`config.mk`:
```
export PLATFORM = sky130hd
export DESIGN_NAME = cheapest_window_appliance_scheduler
export DESIGN_NICKNAME = d
export VERILOG_FILES = /design/src/cwas_pkg.sv /design/src/cheapest_window_appliance_scheduler.sv
export SDC_FILE = /design/constraint.sdc
export NUM_CORES = 2
export LEC_CHECK = 0
export BUFFER_PORTS_ARGS = -buffer_cell sky130_fd_sc_hd__buf_2
export CAP_MARGIN = 40
export CORE_MARGIN = 10
export CORE_UTILIZATION = 36
export CTS_CLUSTER_SIZE = 8
export DETAILED_ROUTE_END_ITERATION = 8
export GPL_TIMING_DRIVEN = 1
export PLACE_DENSITY_LB_ADDON = 0.3
export SETUP_SLACK_MARGIN = 0.1
export SYNTH_ARGS = -nofsm -noshare
export SYNTH_HDL_FRONTEND = slang
export SYNTH_SLANG_ARGS = --single-unit
```
`constraint.sdc`:
```
create_clock -name aclk -period 25.5 [get_ports aclk]
set_clock_uncertainty 0.1 [all_clocks]
set_input_delay 5.1 -clock aclk [delete_from_list [all_inputs] [get_ports aclk]]
set_output_delay 5.1 -clock aclk [all_outputs]
set_load 0.01 [all_outputs]
```
`src/cwas_pkg.sv`:
```
`timescale 1ns / 1ps
`default_nettype none

package cwas_pkg;

    localparam int HOURS_DEFAULT = 24;

    localparam int OP_W    = 2;
    localparam int HOUR_W  = 5;
    localparam int PRICE_W = 16;
    localparam int POWER_W = 16;
    localparam int MASK_W  = 24;
    localparam int COST_W  = 37;
    localparam int TOTAL_W = 48;
    localparam int SUM_W   = 32;

    localparam logic [OP_W-1:0] OP_LOAD   = 2'd0;
    localparam logic [OP_W-1:0] OP_SCHED  = 2'd1;
    localparam logic [OP_W-1:0] OP_NEWDAY = 2'd2;
    localparam logic [OP_W-1:0] OP_UNUSED = 2'd3;

    localparam logic KIND_FIXED = 1'b0;
    localparam logic KIND_SHIFT = 1'b1;

    localparam logic [COST_W-1:0]  COST_MAX  = {COST_W{1'b1}};
    localparam logic [TOTAL_W-1:0] TOTAL_MAX = {TOTAL_W{1'b1}};

    typedef struct packed {
        logic [OP_W-1:0]    operation;
        logic [HOUR_W-1:0]  hour;
        logic [PRICE_W-1:0] hour_price;
        logic               kind;
        logic [HOUR_W-1:0]  hours_needed;
        logic [HOUR_W-1:0]  earliest;
        logic [HOUR_W-1:0]  deadline;
        logic [POWER_W-1:0] power_per_hour;
    } in_t;

    typedef struct packed {
        logic [HOUR_W-1:0]  chosen_start;
        logic [HOUR_W-1:0]  end_hour;
        logic [MASK_W-1:0]  hour_mask;
        logic [COST_W-1:0]  window_cost;
        logic [HOUR_W-1:0]  delay;
        logic [TOTAL_W-1:0] running_total;
        logic               over_budget;
        logic               status;
    } out_t;

endpackage

`default_nettype wire

```
`src/cheapest_window_appliance_scheduler.sv`:
```
// Cheapest-window appliance scheduler.
// Input channel (s_valid/s_ready/s_data): one beat per request. operation selects
// a price load for one hour (loaded in ascending hour order), a schedule request,
// or the start of a new day that clears the running total.
// Result channel (m_valid/m_ready/m_data): exactly one beat per request, in order.
// Configuration channel (cfg_valid/cfg_ready/cfg_data): writes the day budget;
// always ready. The user must write it only while no request is in flight; the
// block itself does not enforce this. A price load reads the previous prefix
// sum, writes the new one and registers the result. New day, unknown operations
// and rejected requests go straight to the output state. A schedule request
// with N candidate windows (N = 1 for a fixed appliance, deadline - earliest -
// hours_needed + 2 for a shiftable one) first scans them: the window scan reads
// two prefix entries per cycle from the dual-read prefix memory and one
// subtract/compare unit checks one window per cycle; a multiply state and a
// saturating accumulate state follow. s_ready is high only while the sequencer
// is idle; the finished result sits in the output register, so the next
// request is accepted while m_ready is low and its own result waits until
// that register frees up. Reset clears the sequencer, the day total, the budget
// and the output valid. Price entries are undefined until loaded.
`timescale 1ns / 1ps
`default_nettype none

module cheapest_window_appliance_scheduler #(
    parameter int HOURS = cwas_pkg::HOURS_DEFAULT
) (
    input  wire                               aclk,
    input  wire                               aresetn,
    input  wire                               s_valid,
    output logic                              s_ready,
    input  wire cwas_pkg::in_t                s_data,
    output logic                              m_valid,
    input  wire                               m_ready,
    output cwas_pkg::out_t                    m_data,
    input  wire                               cfg_valid,
    output logic                              cfg_ready,
    input  wire [cwas_pkg::TOTAL_W-1:0]       cfg_data
);

    localparam int AW = (HOURS > 1) ? $clog2(HOURS) : 1;
    localparam int PW = cwas_pkg::PRICE_W + $clog2(HOURS + 1);
    localparam int XW = cwas_pkg::HOUR_W + 1;
    localparam int SW = 7;

    localparam logic [2:0] ST_IDLE  = 3'd0;
    localparam logic [2:0] ST_LD_RD = 3'd1;
    localparam logic [2:0] ST_LD_WR = 3'd2;
    localparam logic [2:0] ST_SCAN  = 3'd3;
    localparam logic [2:0] ST_MUL   = 3'd4;
    localparam logic [2:0] ST_ACC   = 3'd5;
    localparam logic [2:0] ST_OUT   = 3'd6;

    logic [2:0] state_reg, state_next;

    // request fields
    logic                            kind_reg;
    logic [XW-1:0]                   req_reg, start_reg, last_reg, hour_reg;
    logic [cwas_pkg::PRICE_W-1:0]    price_reg;
    logic [cwas_pkg::POWER_W-1:0]    power_reg;
    logic                            sched_reg, sched_next;
    logic                            status_reg, status_next;

    // scan pipeline
    logic [XW-1:0]                   iss_a_reg, iss_a_next;
    logic [XW-1:0]                   cmp_a_reg, cmp_a_next;
    logic                            pend_reg, pend_next;
    logic                            have_best_reg, have_best_next;
    logic [XW-1:0]                   best_reg, best_next;
    logic [cwas_pkg::SUM_W-1:0]      best_sum_reg, best_sum_next;

    // prefix memory and its ports
    logic [PW-1:0]                   prefix_mem [HOURS];
    logic [PW-1:0]                   rd_lo_reg, rd_hi_reg;
    logic                            lo_zero_reg;
    logic                            rd_en;
    logic [XW-1:0]                   rd_lo_hour, rd_hi_hour;
    logic                            wr_en;
    logic [PW-1:0]                   wr_data;

    // arithmetic
    logic [cwas_pkg::TOTAL_W-1:0]    cost_reg, cost_next;
    logic [cwas_pkg::TOTAL_W-1:0]    total_reg, total_next;
    logic [cwas_pkg::TOTAL_W-1:0]    budget_reg;
    logic [cwas_pkg::SUM_W-1:0]      win_sum;
    logic [cwas_pkg::TOTAL_W:0]      total_sum;
    logic [cwas_pkg::COST_W-1:0]     cost_sat;

    // result assembly
    cwas_pkg::out_t                  out_reg, out_next, res;
    logic                            m_valid_reg, m_valid_next;
    logic [HOURS-1:0]                run_ones, mask_wide;
    logic [XW-1:0]                   end_x, delay_x;

    // request checks at the input
    logic                            in_acc;
    logic [XW-1:0]                   in_req, in_s, in_e, in_hour, in_endx;
    logic                            in_span_bad, in_hour_bad;

    assign s_ready   = (state_reg == ST_IDLE);
    assign cfg_ready = 1'b1;
    assign m_valid   = m_valid_reg;
    assign m_data    = out_reg;
    assign in_acc    = s_valid && s_ready;

    assign in_req  = {1'b0, s_data.hours_needed};
    assign in_s    = {1'b0, s_data.earliest};
    assign in_e    = {1'b0, s_data.deadline};
    assign in_hour = {1'b0, s_data.hour};
    assign in_endx = in_s + in_req - XW'(1);

    assign in_hour_bad = (in_hour == '0) || (SW'(in_hour) > SW'(HOURS));
    assign in_span_bad = (in_req == '0) || (in_s == '0) || (SW'(in_e) > SW'(HOURS))
                      || (in_endx > in_e);

    // sum of one window from two prefix entries
    assign win_sum = cwas_pkg::SUM_W'(rd_hi_reg)
                   - (lo_zero_reg ? '0 : cwas_pkg::SUM_W'(rd_lo_reg));

    // saturate cost and day total
    assign cost_sat  = (cost_reg > cwas_pkg::TOTAL_W'(cwas_pkg::COST_MAX))
                     ? cwas_pkg::COST_MAX : cost_reg[cwas_pkg::COST_W-1:0];
    assign total_sum = {1'b0, total_reg} + (cwas_pkg::TOTAL_W + 1)'(cost_sat);

    // build the result beat
    assign end_x     = best_reg + req_reg - XW'(1);
    assign delay_x   = best_reg - start_reg;
    assign run_ones  = {HOURS{1'b1}} >> (SW'(HOURS) - SW'(req_reg));
    assign mask_wide = run_ones << (best_reg - XW'(1));

    always_comb begin
        res               = '0;
        res.running_total = total_reg;
        res.over_budget   = (total_reg > budget_reg);
        res.status        = status_reg;
        if (sched_reg) begin
            res.chosen_start = best_reg[cwas_pkg::HOUR_W-1:0];
            res.end_hour     = end_x[cwas_pkg::HOUR_W-1:0];
            res.hour_mask    = cwas_pkg::MASK_W'(mask_wide);
            res.window_cost  = cost_reg[cwas_pkg::COST_W-1:0];
            res.delay        = delay_x[cwas_pkg::HOUR_W-1:0];
        end
    end

    // sequencer
    always_comb begin
        state_next     = state_reg;
        sched_next     = sched_reg;
        status_next    = status_reg;
        iss_a_next     = iss_a_reg;
        cmp_a_next     = cmp_a_reg;
        pend_next      = 1'b0;
        have_best_next = have_best_reg;
        best_next      = best_reg;
        best_sum_next  = best_sum_reg;
        cost_next      = cost_reg;
        total_next     = total_reg;
        out_next       = out_reg;
        m_valid_next   = m_valid_reg && !m_ready;
        rd_en          = 1'b0;
        rd_lo_hour     = hour_reg - XW'(1);
        rd_hi_hour     = hour_reg;
        wr_en          = 1'b0;
        wr_data        = (lo_zero_reg ? '0 : rd_lo_reg) + PW'(price_reg);

        unique case (state_reg)
            ST_IDLE: begin
                if (in_acc) begin
                    sched_next     = 1'b0;
                    status_next    = 1'b0;
                    have_best_next = 1'b0;
                    iss_a_next     = in_s;
                    state_next     = ST_OUT;
                    case (s_data.operation)
                        cwas_pkg::OP_LOAD: begin
                            status_next = in_hour_bad;
                            if (!in_hour_bad) begin
                                state_next = ST_LD_RD;
                            end
                        end
                        cwas_pkg::OP_SCHED: begin
                            status_next = in_span_bad;
                            if (!in_span_bad) begin
                                sched_next = 1'b1;
                                state_next = ST_SCAN;
                            end
                        end
                        cwas_pkg::OP_NEWDAY: begin
                            total_next = '0;
                        end
                        default: begin
                            status_next = 1'b1;
                        end
                    endcase
                end
            end
            ST_LD_RD: begin
                // fetch the prefix sum of the hour before
                rd_en      = 1'b1;
                state_next = ST_LD_WR;
            end
            ST_LD_WR: begin
                wr_en      = 1'b1;
                state_next = ST_OUT;
            end
            ST_SCAN: begin
                // issue reads for the next window start
                if (iss_a_reg <= last_reg) begin
                    rd_en      = 1'b1;
                    rd_lo_hour = iss_a_reg - XW'(1);
                    rd_hi_hour = iss_a_reg + req_reg - XW'(1);
                    pend_next  = 1'b1;
                    cmp_a_next = iss_a_reg;
                    iss_a_next = iss_a_reg + XW'(1);
                end
                // keep the earliest lowest window
                if (pend_reg) begin
                    have_best_next = 1'b1;
                    if (!have_best_reg || (win_sum < best_sum_reg)) begin
                        best_next     = cmp_a_reg;
                        best_sum_next = win_sum;
                    end
                end else if (iss_a_reg > last_reg) begin
                    state_next = ST_MUL;
                end
            end
            ST_MUL: begin
                cost_next  = cwas_pkg::TOTAL_W'(power_reg)
                           * cwas_pkg::TOTAL_W'(best_sum_reg);
                state_next = ST_ACC;
            end
            ST_ACC: begin
                cost_next  = cwas_pkg::TOTAL_W'(cost_sat);
                total_next = total_sum[cwas_pkg::TOTAL_W] ? cwas_pkg::TOTAL_MAX
                                                          : total_sum[cwas_pkg::TOTAL_W-1:0];
                state_next = ST_OUT;
            end
            ST_OUT: begin
                // hand the result to the output register once it is free
                if (!m_valid_reg || m_ready) begin
                    out_next     = res;
                    m_valid_next = 1'b1;
                    state_next   = ST_IDLE;
                end
            end
            default: begin
                state_next = ST_IDLE;
            end
        endcase
    end

    // control state
    always_ff @(posedge aclk) begin
        if (!aresetn) begin
            state_reg     <= ST_IDLE;
            m_valid_reg   <= 1'b0;
            total_reg     <= '0;
            budget_reg    <= '0;
            pend_reg      <= 1'b0;
            have_best_reg <= 1'b0;
            sched_reg     <= 1'b0;
            status_reg    <= 1'b0;
        end else begin
            state_reg     <= state_next;
            m_valid_reg   <= m_valid_next;
            total_reg     <= total_next;
            pend_reg      <= pend_next;
            have_best_reg <= have_best_next;
            sched_reg     <= sched_next;
            status_reg    <= status_next;
            if (cfg_valid && cfg_ready) begin
                budget_reg <= cfg_data;
            end
        end
    end

    // payload registers
    always_ff @(posedge aclk) begin
        if (in_acc) begin
            kind_reg  <= s_data.kind;
            req_reg   <= in_req;
            start_reg <= in_s;
            last_reg  <= (s_data.kind == cwas_pkg::KIND_SHIFT)
                       ? (in_e + XW'(1) - in_req) : in_s;
            hour_reg  <= in_hour;
            price_reg <= s_data.hour_price;
            power_reg <= s_data.power_per_hour;
        end
        iss_a_reg    <= iss_a_next;
        cmp_a_reg    <= cmp_a_next;
        best_reg     <= best_next;
        best_sum_reg <= best_sum_next;
        cost_reg     <= cost_next;
        out_reg      <= out_next;
    end

    // prefix memory: one write port, two registered read ports
    always_ff @(posedge aclk) begin
        if (wr_en) begin
            prefix_mem[AW'(hour_reg - XW'(1))] <= wr_data;
        end
        if (rd_en) begin
            rd_lo_reg   <= prefix_mem[AW'(rd_lo_hour - XW'(1))];
            rd_hi_reg   <= prefix_mem[AW'(rd_hi_hour - XW'(1))];
            lo_zero_reg <= (rd_lo_hour == '0);
        end
    end

    // best window stays inside the allowed starts
    a_best_in_span: assert property (@(posedge aclk) disable iff (!aresetn)
        have_best_reg |-> (best_reg >= start_reg) && (best_reg <= last_reg))
        else $error("best window start outside allowed span");

    // a fixed appliance never moves
    a_fixed_no_delay: assert property (@(posedge aclk) disable iff (!aresetn)
        (state_reg == ST_MUL) && (kind_reg == cwas_pkg::KIND_FIXED) |-> best_reg == start_reg)
        else $error("fixed appliance moved from its earliest start");

    // rejected beats carry no window
    a_reject_empty: assert property (@(posedge aclk) disable iff (!aresetn)
        m_valid && m_data.status |-> (m_data.hour_mask == '0) && (m_data.window_cost == '0))
        else $error("rejected result carries a window");

    // the day total already holds this window's cost
    a_total_covers_cost: assert property (@(posedge aclk) disable iff (!aresetn)
        m_valid |-> m_data.running_total >= cwas_pkg::TOTAL_W'(m_data.window_cost))
        else $error("running total below window cost");

    // nothing is presented right after reset
    a_reset_quiet: assert property (@(posedge aclk)
        $past(!aresetn) |-> !m_valid)
        else $error("result valid right after reset");

endmodule

`default_nettype wire
```
# Yosys cells after proc, flatten, opt, wreduce, memory -nomap -nowiden
# Memory sizes are Yosys's and may differ from the RTL's. A register that Yosys moved wholly into a read port is not among the register bits.
# Index checks and enable logic that the tools add are counted.
# op_classes
n_addsub	19
multipliers	1
reduce_logical	30
n_eq_ne	15
n_lt_le_gt_ge	8
shift	2
mux	37
# op_table
cell	count
48-bit case mux with 2 select lines	2
48-bit two-way mux	3
48-bit by 37-bit adder with 49-bit output	1
48-bit by 37-bit greater-than comparator with 1-bit output (second input constant)	1
48-bit greater-than comparator	1
16-bit by 32-bit multiplier with 48-bit output	1
21-bit two-way mux	2
37-bit two-way mux	1
32-bit < comparator	1
6-bit logical NOT	4
6-bit two-way mux	4
24-bit by 6-bit << shifter with 24-bit output	1
24-bit by 7-bit >> shifter with 24-bit output (first input constant)	1
21-bit by 21-bit subtractor with 22-bit output	1
21-bit by 16-bit adder with 21-bit output	1
5-bit by 1-bit subtractor with 5-bit output (second input constant)	4
3-bit two-way mux	6
3-bit case mux with 6 select lines	1
6-bit by 1-bit subtractor with 6-bit output (second input constant)	3
5-bit two-way mux	3
6-bit case mux with 2 select lines	1
3-bit AND reduction	4
5-bit adder	2
5-bit greater-than comparator (second input constant)	2
30 further kinds	61
# word_totals
memories	1
elab_cells	142
ff_bits	382
ram_bits	504
# mem_list
memory	depth	width	read_ports	rd_ports_with_merged_regs	wr	line_no	rtl
prefix_mem	24	21	2	2	1	cheapest_window_appliance_scheduler.sv:71	logic [PW-1:0] prefix_mem [HOURS];

# Logic depth before layout (Yosys ltp)
# depth
word_depth	8
depth_mapped	26

# Worst setup path after synthesis
# OpenSTA, ideal clock, no wires.
# synth_path
path_type	input to register
startpoint	input port m_ready
endpoint	register out_reg (netlist bit m_data[0]), enable pin
path_slack_ps	13977
stages	2
arrival_ps	10797
path_buffers	0
cell_sequence	nand2b_1 -> nor2b_1
# synth_via
elab_chain_len	2
# synth_rtl
element	line_no	rtl
from (decl)	cheapest_window_appliance_scheduler.sv:32	input wire m_ready,
1-bit logical OR	cheapest_window_appliance_scheduler.sv:238	if (!m_valid_reg || m_ready) begin
2-bit AND reduction (no line)	n/a	
to (signal assigned)	cheapest_window_appliance_scheduler.sv:292	out_reg <= out_next;
to (decl)	cheapest_window_appliance_scheduler.sv:88	cwas_pkg::out_t out_reg, out_next, res;
# No other way between the ends.
# A chain may end at the register's enable or synchronous reset.

# Worst setup path in the final report
# layout_path
startpoint	register power_reg[4] (netlist bit)
endpoint	register cost_reg[47] (netlist bit), data pin
# layout_via
elab_chain_len	2
# layout_rtl
element	line_no	rtl
from (decl)	cheapest_window_appliance_scheduler.sv:58	logic [cwas_pkg::POWER_W-1:0] power_reg;
from (signal assigned)	cheapest_window_appliance_scheduler.sv:285	power_reg <= s_data.power_per_hour;
16-bit by 32-bit multiplier with 48-bit output	cheapest_window_appliance_scheduler.sv:227	* cwas_pkg::TOTAL_W'(best_sum_reg);
48-bit case mux with 2 select lines	cheapest_window_appliance_scheduler.sv:164	unique case (state_reg)
to (signal assigned)	cheapest_window_appliance_scheduler.sv:291	cost_reg <= cost_next;
to (decl)	cheapest_window_appliance_scheduler.sv:80	logic [cwas_pkg::TOTAL_W-1:0] cost_reg, cost_next;
# No other way between the ends.

==> run_results.csv <==
group,metric,value,unit
synth,synth_flop_cell,"edfxtp_1",
critical_path,max_stage_delay,930,ps
hold_path,min_path_type,"flip-flop to flip-flop",
sta,relSlewSlack,0.370,
status,outcome,"finished, final reports clean",
sta,worst_pin_slew,936,ps
global_routing,grt_max_degree,90,
routing,remaining_drc_errors,0,
layout,largest_reg_flops,504,
die,fp.dieArea,0.184,mm2
synth,synth_area_leader_cell,"edfxtp_1",
global_routing,grt_pass1_wl,243000,um
critical_path,startpoint,"power_reg[4]",
synth,ys_warn_count,0,
critical_path,crit_top_cell,"fa_1",
global_routing,grt_most_used_layer,"met2",
critical_path,rr_worst_depth,22,
global_routing,met3_usage,0.0234,
die,die_x,430,um
die,rows,150,
synth,synth_edf_count,814,
synth,syn_inst,4898,
synth,synth.ff_latch_count,918,
place,dp.cells,7215,
place,gp_congestion,0.838,
sta,slew_viol_final,0,
global_routing,grt.met2_usage,0.307,
critical_path,reg2reg_from,"power_reg[4]",
layout,layout_common_cells,"edfxtp_1, inv_1, nand2_1",
die,initial_core_util,0.362,
cts,cts_inserted_buffers,135,
die,die_h,430,um
layout,stdcell_count,7404,
die,io_pins,237,
layout,mostFrequentLayoutCell,"edfxtp_1",
place,port-buffer-count,235,
global_routing,grt_use_total,0.169,
global_routing,grt_util_met1,0.206,
synth,syn-num-nets,5706,
layout,syn2layout_area_growth,13.7,%
critical_path,critPathRequiredTime,25920,ps
sta,fmax,0.128,GHz
critical_path,crit_family,"adder cells",
cts,cts-htree-levels,4,
run,max_cap_violations,0,
layout,top_register,"prefix_mem",
place,place_ws,17470,ps
sta,period_share,0.306,
routing,drtIter0Drc,2855,
place,dp_hpwl,110000,um
die,coreArea,0.167,mm2
layout,nNetsFinal,5956,
synth,async_reset_ff_frac,0,
sta,setup_violations,0,
cts,post_cts_buffers,0,
synth,syn_area,0.0604,mm2
routing,drt-total-wl,159000,um
cts,cts_hold_repair.buffers,0,
global_routing,antenna_found_initial,0,
sta,hold_viol,0,
sta,tns,0,ps
routing,viasPerCell,5.29,
routing,firstDrtPassIters,6,
critical_path,crit_end,"cost_reg[47]",
sta,rsz0062_at_grt,"false",
synth,synthTopCellsByArea,"edfxtp_1, fa_1, mux4_2",
cts,post_cts_resized,0,
cts,root_buffer,"clkbuf_16",
layout,fill_cells,15600,
cts,cts_tree,"built",
synth,yosysUniqueCellTypes,84,
critical_path,crit_fanout,22,
routing,ant_nets,0,
sta,fin_ws,17710,ps
layout,drive_above_1_share,0.174,
critical_path,cp_slowest_cell,"edfxtp_1",
critical_path,endpoint_kind,"flip-flop",
critical_path,critPathKind,"flip-flop to flip-flop",
critical_path,startpoint_type,"flip-flop",
critical_path,crit_arrival,8210,ps
critical_path,rrSetupSlack,17710,ps
sta,timing.final.crit_period,7790,ps
global_routing,grt_pass1_vias,40500,
cts,clk_pin_slew_worst_paths,50,ps
synth,synth_area_per_cell,12.3,um2
global_routing,grt_overflow_total,0,
synth,yosysTopAreaCellShare,0.405,
routing,dr_total_vias,39200,
critical_path,worst-path-buf-inv,5,
routing,wl_per_cell,21.4,um
hold_path,hp-start,"cmp_a_reg[4]",
cts,clock_latency,780,ps
synth,seq_area_frac_synth,0.439,
critical_path,cp_cell_sequence,"nand2_1 > inv_1 > fa_1 > fa_1 > inv_1 > fa_1 > inv_1 > fa_1 > inv_1 > fa_1 > fa_1 > inv_1 > ha_1 > a21o_1 > a211o_1 > nor2b_1 > o211ai_1 > nand3_1 > nand4_1 > or4_1 > a311oi_1 > and3b_1",
critical_path,worst-path-stages,22,
cts,cts_buffer_depth,3,
critical_path,r2r_end,"cost_reg[47]",
cts,clock_sinks,918,
## worst min path at each step
| stage | end | slack (ps) | depth (start not counted) |
|---|---|---|---|
| 2_1_floorplan | best_reg[0] | 300 | 0 |
| 3_3_place_gp | best_reg[0] | 300 | 0 |
| 3_5_place_dp | best_reg[2] | 310 | 0 |
| 4_1_cts | best_reg[4] | 300 | 0 |
| 5_1_grt | best_reg[4] | 320 | 0 |
| 6_report | best_reg[4] | 300 | 0 |
## metrics by stage
| step | utilization | hold slack, ps | cell area, um2 |
|---|---|---|---|
| CTS | 0.411 | 297 | 68600 |
| global route | 0.411 | 320 | 68600 |
| detailed placement | 0.388 | 307 | 64700 |
| global placement | 0.385 | 303 | 64200 |
| finish | 0.411 | 298 | 68600 |
| floorplan | - | 300 | 60400 |
## final cells by class
type / instances / area (um2) / area share
multi-input cells: 3172 / 30900 / 0.450
flip-flops and latches: 918 / 26500 / 0.386
clock buffers: 169 / 3560 / 0.0518
well taps: 2204 / 2760 / 0.0402
repair buffers: 338 / 2270 / 0.0331
inverters: 583 / 2190 / 0.0319
clock inverters: 18 / 409 / 0.00596
diodes: 2 / 5.00 / 0.0000729
## synthesized netlist by cell type, types with 40 or more instances
cell,instances
mux4_2,254
a21oi_1,191
nand2b_1,48
xnor2_1,101
xor2_1,52
a21o_1,83
inv_1,581
or2_2,41
clkbuf_1,169
fa_1,376
and3_1,40
dfxtp_1,104
nor3_1,44
nand2_1,472
and2_1,196
ha_1,324
edfxtp_1,814
o21ai_0,138
nor2_1,228
mux2i_1,139
nand3_1,58
## kinds of logic (layout without fill, tap and decap cells)
group,count (synthesis),in the layout,share of synthesized area
adders and majority gates,700,700,0.192
DFF,918,918,0.439
buffers and inverters,808,1108,0.0521
other,1,3,0.0000621
and+or+nand+nor,1218,1218,0.0958
xor gates and xnor gates,154,154,0.0225
muxes,426,426,0.124
AOI/OAI and AO/OA,673,673,0.0741
## routing by layer
| layer | part of all wire | up-vias |
|---|---|---|
| met2 | 0.53 | 1072 |
| met4 | 0.025 | 0 |
| li1 | - | 17900 |
| met1 | 0.40 | 20000 |
| met3 | 0.049 | 238 |
| met5 | 0 | - |
Power is not shown: default switching activity piles up to over one toggle a cycle in this logic, so the estimate is an artifact.
